`config.mk`:
```
export PLATFORM = sky130hd
export DESIGN_NAME = sqc_ctrl
export DESIGN_NICKNAME = d
export VERILOG_FILES = /design/src/rtl/sqc_pkg.sv /design/src/rtl/sqc_ctrl.sv
export SDC_FILE = /design/constraint.sdc
export NUM_CORES = 1
export LEC_CHECK = 0
export ABC_AREA = 1
export ABC_CLOCK_PERIOD_IN_PS = 2300
export BUFFER_PORTS_ARGS = -buffer_cell sky130_fd_sc_hd__buf_2
export CAP_MARGIN = 15
export CORE_AREA = 4 4 41 43
export CTS_CLUSTER_SIZE = 12
export DETAILED_ROUTE_END_ITERATION = 8
export DIE_AREA = 0 0 45 47
export PLACE_DENSITY = 0.45
export SYNTH_ARGS = -nofsm -noshare
export SYNTH_HDL_FRONTEND = slang
export SYNTH_SLANG_ARGS = --single-unit
```
`constraint.sdc`:
```
create_clock -name clk -period 2.3 [get_ports clk]
set_input_delay 0 -clock clk [delete_from_list [all_inputs] [get_ports clk]]
set_output_delay 0 -clock clk [all_outputs]
set_load 0.1 [all_outputs]
```
`src/rtl/sqc_pkg.sv`:
```
`default_nettype none
package sqc_pkg;

    // Configuration register indexes
    localparam int REG_IDX_W = 2;
    localparam logic [REG_IDX_W-1:0] REG_THRESHOLD = 2'd0;
    localparam logic [REG_IDX_W-1:0] REG_RADIUS    = 2'd1;
    localparam logic [REG_IDX_W-1:0] REG_WIDTH     = 2'd2;
    localparam logic [REG_IDX_W-1:0] REG_HEIGHT    = 2'd3;

    localparam int CFG_DATA_W = 16;

    // Register reset values
    localparam logic [15:0] THRESHOLD_RESET = 16'd32768;
    localparam logic [4:0]  RADIUS_RESET    = 5'd9;
    localparam logic [8:0]  WIDTH_RESET     = 9'd256;
    localparam logic [8:0]  HEIGHT_RESET    = 9'd256;

    // Fanout counts that get a flag
    localparam int BRANCH_COUNT = 3;
    localparam int LEAF_COUNT   = 1;

    // Request codes
    localparam logic REQ_WRITE = 1'b0;
    localparam logic REQ_QUERY = 1'b1;

    // Controller to datapath commands
    typedef struct packed {
        logic write_pixel;
        logic accept_query;
        logic rd_centre;
        logic chk_centre;
        logic start_walk;
        logic walk_step;
        logic load_out;
    } sqc_cmd_t;

    // Datapath to controller status
    typedef struct packed {
        logic centre_dark;
        logic radius_zero;
        logic walk_last;
    } sqc_status_t;

endpackage
`default_nettype wire

```
`src/rtl/sqc_ctrl.sv`:
```
`default_nettype none
module sqc_ctrl import sqc_pkg::*; (
    input  wire logic        clk,
    input  wire logic        rst_n,
    input  wire logic        in_valid,
    output logic             in_ready,
    input  wire logic        req_type,
    output logic             out_valid,
    input  wire logic        out_ready,
    input  wire sqc_status_t status,
    output sqc_cmd_t         cmd
);

    localparam logic [2:0] ST_IDLE  = 3'd0;
    localparam logic [2:0] ST_RD_C  = 3'd1;
    localparam logic [2:0] ST_CHK_C = 3'd2;
    localparam logic [2:0] ST_WALK  = 3'd3;
    localparam logic [2:0] ST_DRAIN = 3'd4;
    localparam logic [2:0] ST_FIN   = 3'd5;

    logic [2:0] state_reg;
    logic [2:0] state_next;
    logic       out_valid_reg;
    logic       out_valid_next;
    logic       in_xfer;

    assign in_ready  = (state_reg == ST_IDLE);
    assign in_xfer   = in_valid && in_ready;
    assign out_valid = out_valid_reg;

    // Sequence one query; writes finish at their transfer
    always_comb
    begin
        state_next = state_reg;
        cmd        = '0;
        case (state_reg)
            ST_IDLE:
            begin
                cmd.write_pixel  = in_xfer && (req_type == REQ_WRITE);
                cmd.accept_query = in_xfer && (req_type == REQ_QUERY);
                if (cmd.accept_query)
                begin
                    state_next = ST_RD_C;
                end
            end
            ST_RD_C:
            begin
                cmd.rd_centre = 1'b1;
                state_next    = ST_CHK_C;
            end
            ST_CHK_C:
            begin
                cmd.chk_centre = 1'b1;
                if (status.centre_dark && !status.radius_zero)
                begin
                    cmd.start_walk = 1'b1;
                    state_next     = ST_WALK;
                end
                else
                begin
                    state_next = ST_FIN;
                end
            end
            ST_WALK:
            begin
                cmd.walk_step = 1'b1;
                if (status.walk_last)
                begin
                    state_next = ST_DRAIN;
                end
            end
            ST_DRAIN:
            begin
                state_next = ST_FIN;
            end
            ST_FIN:
            begin
                if (!out_valid_reg || out_ready)
                begin
                    cmd.load_out = 1'b1;
                    state_next   = ST_IDLE;
                end
            end
            default:
            begin
                state_next = ST_IDLE;
            end
        endcase
    end

    // Hold the result until its transfer
    always_comb
    begin
        if (cmd.load_out)
        begin
            out_valid_next = 1'b1;
        end
        else if (out_ready)
        begin
            out_valid_next = 1'b0;
        end
        else
        begin
            out_valid_next = out_valid_reg;
        end
    end

    always_ff @(posedge clk or negedge rst_n)
    begin
        if (!rst_n)
        begin
            state_reg     <= ST_IDLE;
            out_valid_reg <= 1'b0;
        end
        else
        begin
            state_reg     <= state_next;
            out_valid_reg <= out_valid_next;
        end
    end

    // A light centre or a zero radius skips the walk
    a_skip_walk: assert property (@(posedge clk) disable iff (!rst_n)
        (state_reg == ST_CHK_C && !(status.centre_dark && !status.radius_zero))
        |=> state_reg == ST_FIN)
        else $error("walk started without a dark centre");

    // The last contour read drains and then finishes
    a_walk_end: assert property (@(posedge clk) disable iff (!rst_n)
        (state_reg == ST_WALK && status.walk_last)
        |=> state_reg == ST_DRAIN ##1 state_reg == ST_FIN)
        else $error("walk did not drain after its last read");

    // A new result appears only out of the finish state
    a_out_source: assert property (@(posedge clk) disable iff (!rst_n)
        $rose(out_valid_reg) |-> $past(state_reg) == ST_FIN)
        else $error("result raised outside the finish state");

endmodule
`default_nettype wire

```
==> flow_metrics.tcl, run 1 <==
set metrics [dict create \
    route.vias.total 311 \
    slew_viol_final 0 \
    grt_antenna_before_repair 0 \
    status "finished, final reports clean" \
    core-area_um2 1301 \
    placed_cells 73 \
    port_buffers 16 \
    worst_slew_pin_slew_ns 0.4859 \
    clock_latency_ns 0.23 \
    yosysUniqueCellTypes 17 \
    place_hpwl_um 562.6 \
    grt_setup_unrepaired "false" \
    max_freq_ghz 0.6283 \
    cts_made_buffers 3 \
    synthCells 44 \
    synth_area_leaders "dfrtp_1 33%, nand2_1 13%, inv_1 7.3%" \
    critPathArrivalTime_ns 1.59 \
    place.gp.congestion 0.6867 \
    path_common_cell "nand2_1" \
    grt_use_total 0.07607 \
    grt_pass1_vias 276 \
    end_kind "output port" \
    final_util 0.3260 \
    maxSlewHeadroom 0.6783 \
    cp_slowest_cell "buf_2" \
    crit_path_max_incr_delay_ns 0.43 \
    cts-htree-levels 1 \
    cts_tree "yes" \
    drc 0 \
    synth_top_area_frac 0.3265 \
    hold_buffers 1 \
    first_pass_iters 3 \
    yosys_warnings 0 \
    wl_per_cell_um 8.545 \
    vias_per_cell 4.039 \
    period_needed_ns 1.592 \
    initial_core_util 0.2356 \
    clock-root-buffer "clkbuf_4" \
    critPathLaunchType "flip-flop" \
    avgSynthCellArea_um2 6.967 \
    grt_max_degree 9 \
    setup_viol 0 \
    skew_ns 0.0001427 \
    post_cts.repair.setup_buffers 0 \
    ys_seq_elements 4 \
    yosys.area.top_type "dfrtp_1" \
    fp.dieW_um 45 \
    rows 13 \
    required_ns 2.30 \
    syn_nets 52 \
    drive_above_1_share 0.4677 \
    setup-tns-final_ns 0 \
    crit_chain "inv_2 -> nand2_1 -> nor2_2 -> nand2_1 -> nor2_1 -> buf_2" \
    ys_seq_area_frac 0.3265 \
    synth_area_um2 306.5 \
    fp.dieArea_um2 2115 \
    fp.dieH_um 47 \
    hp-class "primary input to flip-flop" \
    cap_violations 0 \
    io_pins 17 \
    antenna_cells 0 \
    hold_viol 0 \
    fin_nets 72 \
    largest_register_ffs 3 \
    overflow 0 \
    path_clk_slew_ns 0.03 \
    cts.sink_count 4 \
    cp_max_fo 5 \
    period_share 0.6920 \
    area_growth_pct 38.37 \
    ant_nets 0 \
    grt_first_pass_wirelength_um 1117 \
    layoutNonFillerInstCount 77 \
    wirelength_um 658 \
    fillCellCount 152 \
    clk_path_buf_depth 2 \
    drt_iter0_drc 3 \
    path_class "flip-flop to output port" \
    post_cts_resized 0 \
]
-- cells in the final DEF, fill, tap and decap left out, types with 2 or more instances in the layout --
cell      Yosys  routed
nor2_2        3       3
dfrtp_1       4       4
buf_2         0      16
inv_1         6       6
inv_2         2       2
nor2_1        6       6
nand3_1       2       2
nor3_2        1       2
nand2_1      11      11
clkbuf_4      0       3
-- worst paths after layout --
path | startpoint | to | slack, ns | depth (start not counted)
max in group asynchronous | rst_n | state_reg[2] | 2.08 | 2
min in group asynchronous | rst_n | state_reg[1] | 0.11 | 2
max | state_reg[0] | cmd[5] | 0.71 | 6
min | status[0] | state_reg[1] | 0.03 | 4
min reg2reg | out_valid | out_valid | 0.55 | 2
max reg2reg | state_reg[2] | state_reg[2] | 1.16 | 5
-- per-stage QoR --
step	area (µm²)	hold WS, ns	worst slack, ns
floorplan	311.5	-0.2956	-0.5685
global placement	391.6	-0.1903	0.9519
detailed placement	391.6	-0.1931	0.9390
CTS	424.2	0.02478	0.6794
global route	424.2	0.04126	0.5338
finish	424.2	0.03208	0.7083
-- synthesized netlist by cell type (all sizes together) --
master	count
nand2	11
nor2	10
inv	8
dfrtp	4
nand3	3
buf	2
nor3	2
a21boi	1
a21oi	1
nand3b	1
o21ai	1
-- per-layer routing --
layer  GRT usage  vias to the layer above  part of all wire
met5           0                        -                 0
met4     0.05263                        0                 0
met3     0.03448                        0             0.084
met2      0.1017                       11              0.46
met1     0.09633                      130              0.46
li1            -                      170                 -
-- kinds of logic after synthesis --
| logic type | synth area share |
|---|---|
| and+or+nand+nor | 0.4449 |
| buffers and inverters | 0.1592 |
| DFF | 0.3265 |
| AOI/OAI and AO/OA | 0.06939 |
-- final cells by class --
type | instances | area, µm² | share of cell area
clock buffer | 3 | 22.52 | 0.05310
inverter | 8 | 30.03 | 0.07080
multi-input combinational | 30 | 162.7 | 0.3835
sequential | 4 | 100.1 | 0.2360
tap | 15 | 18.77 | 0.04425
timing repair buffer | 17 | 90.09 | 0.2124
-- worst max-delay path: cells and delay by family (launching register included) --
kind,cells,cell delay (ns)
buffers and inverters,2,0.55
and+or+nand+nor,4,0.41
DFF,1,0.41
Power of run 1 is left out: the tool's default activity adds up to more than one toggle a clock period on the data nets, which glitch-free logic cannot reach.
==> inputs of run 2 (changes only) <==
- ABC_CLOCK_PERIOD_IN_PS: 2300 -> 1600
- clock period: 2.3 -> 1.6 ns (I/O delays scaled with it)
==> run 2 against run 1 <==
  * Worst hold slack got worse by 0.014 ns
  * Routed wire length is 9.0% higher
  * Critical path depth decreased by 2
  * Die area unchanged
  * Sequential share of layout area fell by 4.5 points
  * Register-to-register slack lost 0.74 ns
  * Core utilization grew 7.6 points
  * Worst setup slack got worse by 0.62 ns
  * Cell count is the same
  * Via count rose by 0.64%
==> flow_metrics.tcl, run 2 (same netlist as run 1, synthesis figures left out) <==
set metrics [dict create \
    final_cell_mix "12 x buf_2, 9 x nand2_1, 6 x inv_1" \
    postPlaceCellArea_um2 490.5 \
    cts-htree-levels 1 \
    worstHoldPathCells 4 \
    ant_nets 0 \
    crit_buf_inv 2 \
    io_pins 17 \
    port_buffers 16 \
    fp.dieArea_um2 2115 \
    hp-class "primary input to flip-flop" \
    grt_antenna_before_repair 0 \
    maxSlewHeadroom 0.6779 \
    critPathArrivalTime_ns 1.51 \
    place_hpwl_um 630.3 \
    post_cts.repair.setup_buffers 0 \
    status "finished, final reports clean" \
    initial_core_util 0.2356 \
    grt_use_total 0.08149 \
    grt_setup_unrepaired "false" \
    period_needed_ns 1.508 \
    vias_per_cell 4.065 \
    core-area_um2 1301 \
    path_class "flip-flop to output port" \
    path_clk_slew_ns 0.04 \
    clock-root-buffer "clkbuf_4" \
    wirelength_um 717 \
    fp.dieH_um 47 \
    cts.sink_count 4 \
    slew_viol_final 0 \
    largest_register_ffs 3 \
    worst_slew_pin_slew_ns 0.4866 \
    period_share 0.9423 \
    grt_first_pass_wirelength_um 1262 \
    setup-tns-final_ns 0 \
    cp_max_fo 8 \
    wl_per_cell_um 9.312 \
    cp.depth 4 \
    setup_viol 0 \
    cap_violations 0 \
    rows 13 \
    drt_iter0_drc 7 \
    overflow 0 \
    critPathLaunchType "flip-flop" \
    fin_nets 72 \
    crit_chain "nor2_4 -> inv_1 -> nor2_2 -> buf_2" \
    required_ns 1.60 \
    hold_viol 0 \
    drc 0 \
    area_growth_pct 70.61 \
    grt_max_degree 9 \
    cp_slowest_cell "dfrtp_1" \
    fp.dieW_um 45 \
    skew_ns 0.007486 \
    clk_path_buf_depth 2 \
    r2r_cells 5 \
    clock_latency_ns 0.24 \
    crit_path_max_incr_delay_ns 0.53 \
    first_pass_iters 2 \
    design_area_um2 523.0 \
    cts_made_buffers 3 \
    crit_family "flip-flops" \
    drive_above_1_share 0.5484 \
    max_freq_ghz 0.6632 \
    mostFrequentLayoutCell "buf_2" \
    cts_tree "yes" \
    route.vias.total 313 \
    grt_pass1_vias 342 \
    end_kind "output port" \
    antenna_cells 0 \
    place.gp.congestion 0.6494 \
]
-- run 2: cell counts in the layout (fill, tap and decap cells not counted) --
Identical to the previous run, type by type.
-- run 2: through the flow --
stage	util	std cells	setup WS, ns	hold WS, ns
after global routing	0.4019	77	0.007945	0.06223
after CTS	0.4019	77	0.07099	0.01289
after detailed placement	0.3769	73	0.3338	-0.1827
after floorplan	-	44	-0.2069	-0.2956
final	0.4019	77	0.09226	0.01851
after global placement	0.3769	73	0.3177	-0.1860
-- run 2: final timing paths --
path	startpoint	endpoint	slack [ns]
worst min-delay path	status[0]	state_reg[1]	0.02
worst max-delay path	state_reg[2]	cmd[3]	0.09
min in group asynchronous	rst_n	out_valid	0.10
worst min register to register	out_valid	out_valid	0.54
worst max register to register	state_reg[2]	state_reg[2]	0.42
max in group asynchronous	rst_n	state_reg[1]	1.37
-- run 2: layer usage --
| metal | global-route usage | wire, µm | up-vias |
|---|---|---|---|
| li1 | - | - | 171 |
| met1 | 0.08447 | 281 | 135 |
| met2 | 0.1412 | 385 | 7 |
| met3 | 0.01533 | 50 | 0 |
| met4 | 0.07018 | 0 | 0 |
| met5 | 0 | 0 | - |
-- run 2: what timing repair did --
action,in CTS,in global routing
hold buffers,1,0
gates resized for setup,0,0
endpoints found under the hold margin,4,0
-- run 2: area by class of cell --
class,instances,area (µm²)
Inverter,8,30.03
Multi-Input combinational cell,30,201.4
Timing Repair Buffer,17,150.1
Sequential cell,4,100.1
Tap cell,15,18.77
Clock buffer,3,22.52
Fill cell,142,778.2
-- run 2: tightest hold or removal path, cell delays in order --
cell and delay [ns]:
buf_2 0.08, nor3_2 0.04, inv_1 0.04, nand2_1 0.04
Power of run 2 is left out for the same reason.
==> inputs of run 3 (changes only) <==
- GPL_TIMING_DRIVEN: default -> 0
- TNS_END_PERCENT: default -> 50
==> run 3 against run 2 <==
  * Via count rose by 3.2%
  * Sequential cell count unchanged
  * Critical endpoint is now cmd[5]
  * Register-to-register slack better by 0.06 ns
  * Sequential share of layout area grew 1.3 points
  * Core utilization is 2.6 points lower
  * Fmax rose by 1.1%
  * Final area is 6.5% lower
  * Worst setup slack improved by 0.016 ns
  * Worst hold slack improved by 0.0078 ns
  * Clock skew down 0.0032 ns
==> flow_metrics.tcl, run 3 (same netlist as run 1, synthesis figures left out) <==
set metrics [dict create \
    end_kind "output port" \
    min_to "state_reg[1]" \
    io_pins 17 \
    hold_viol 0 \
    first_pass_iters 3 \
    drt_iter0_drc 10 \
    skew_ns 0.004272 \
    cts.sink_count 4 \
    fp.dieArea_um2 2115 \
    period_needed_ns 1.491 \
    route.vias.total 323 \
    setup_viol 0 \
    register_area_um2 100.1 \
    status "finished, final reports clean" \
    antenna_cells 0 \
    postPlaceCellArea_um2 449.2 \
    mostFrequentLayoutCell "buf_2" \
    path_class "flip-flop to output port" \
    initial_core_util 0.2356 \
    hp-start "status[0]" \
    place.gp.congestion 0.6770 \
    port_buffers 16 \
    timing.rr.end "state_reg[0]" \
    fin_nets 74 \
    place_hpwl_um 614 \
    fp.dieH_um 47 \
    vias_per_cell 4.089 \
    grt_setup_unrepaired "false" \
    overflow 0 \
    fillCellCount 153 \
    ff2ff_setup_slack_ns 0.48 \
    multiInputGateArea_um2 201.4 \
    worst_slew_pin_slew_ns 0.4854 \
    maxSlewHeadroom 0.6786 \
    path_clk_slew_ns 0.03 \
    cp_max_fo 5 \
    wl_per_cell_um 8.759 \
    required_ns 1.60 \
    critPathArrivalTime_ns 1.49 \
    drc 0 \
    clock_latency_ns 0.24 \
    hold_ws_ns 0.02630 \
    worstReg2RegStart "state_reg[0]" \
    grt_max_degree 9 \
    grt_pass1_vias 302 \
    clk_path_buf_depth 2 \
    max_freq_ghz 0.6705 \
    worstHoldPathCells 4 \
    clock-root-buffer "clkbuf_4" \
    rows 13 \
    final_cell_mix "13 x buf_2, 9 x nand2_1, 6 x inv_1" \
    fp.dieW_um 45 \
    grt_first_pass_wirelength_um 1159 \
    design_area_um2 489.2 \
    grt_use_total 0.07619 \
    slew_viol_final 0 \
    wirelength_um 692 \
    critPathLaunchType "flip-flop" \
    cap_violations 0 \
    r2r_cells 5 \
    core-area_um2 1301 \
    cts-htree-levels 1 \
    largest_register_ffs 3 \
    area_growth_pct 59.59 \
    period_share 0.9321 \
    cts_tree "yes" \
    grt_antenna_before_repair 0 \
    cts_made_buffers 3 \
    ant_nets 0 \
    drive_above_1_share 0.5625 \
    hp-class "primary input to flip-flop" \
]
==> run 3: changes by cell type in the layout (fill, tap and decap cells not counted) <==
cell	previous run	this run
buf_2	12	13
clkbuf_4	3	4
buf_12	4	0
buf_6	0	1
buf_4	0	3
==> run 3: worst max path at each step <==
stage	from	cells after the start	end	slack, ns
floorplan	state_reg[1]	5	cmd[5]	-0.21
global placement	state_reg[0]	6	cmd[5]	0.19
detailed placement	state_reg[0]	6	cmd[5]	0.20
CTS	state_reg[1]	5	cmd[0]	0.05
global route	state_reg[0]	6	cmd[5]	0.03
finish	state_reg[0]	6	cmd[5]	0.11
==> run 3: cell type report <==
class | instances | area share
buffer | 2 | 0.03836
multi-input combinational | 30 | 0.4118
clock buffer | 3 | 0.04604
timing repair buffer | 17 | 0.1995
tap | 15 | 0.03836
sequential | 4 | 0.2046
inverter | 8 | 0.06138
==> run 3: metal layers <==
metal | wire (µm) | global-route usage | up-vias
li1 | - | - | 175
met1 | 290 | 0.09677 | 139
met5 | 0 | 0 | -
met3 | 39 | 0.01533 | 0
met2 | 361 | 0.1073 | 9
met4 | 0 | 0.07018 | 0
==> run 3: critical path, stage by stage, from the launching register on <==
cell and delay, ns:
dfrtp_1 0.42, inv_2 0.14, nand2_2 0.09, nor2_4 0.16
nand2_4 0.08, nor2_4 0.09, buf_4 0.29
==> run 3: repair_timing <==
action                                 4_1_cts  5_1_grt
endpoints found under the hold margin        4        0
setup endpoints to repair                    2        1
hold buffers                                 1        0
buffers inserted                             0        0
resized for setup                            2        1
==> run 3: through the flow <==
stage,setup WS [ns],util,instances,TNS (ns)
floorplan,-0.2069,-,44,-0.6535
global placement,0.1917,0.3452,75,0
detailed placement,0.2049,0.3452,75,0
CTS,0.05175,0.3740,79,0
global route,0.02556,0.3760,79,0
finish,0.1087,0.3760,79,0
Power of run 3 is left out for the same reason.
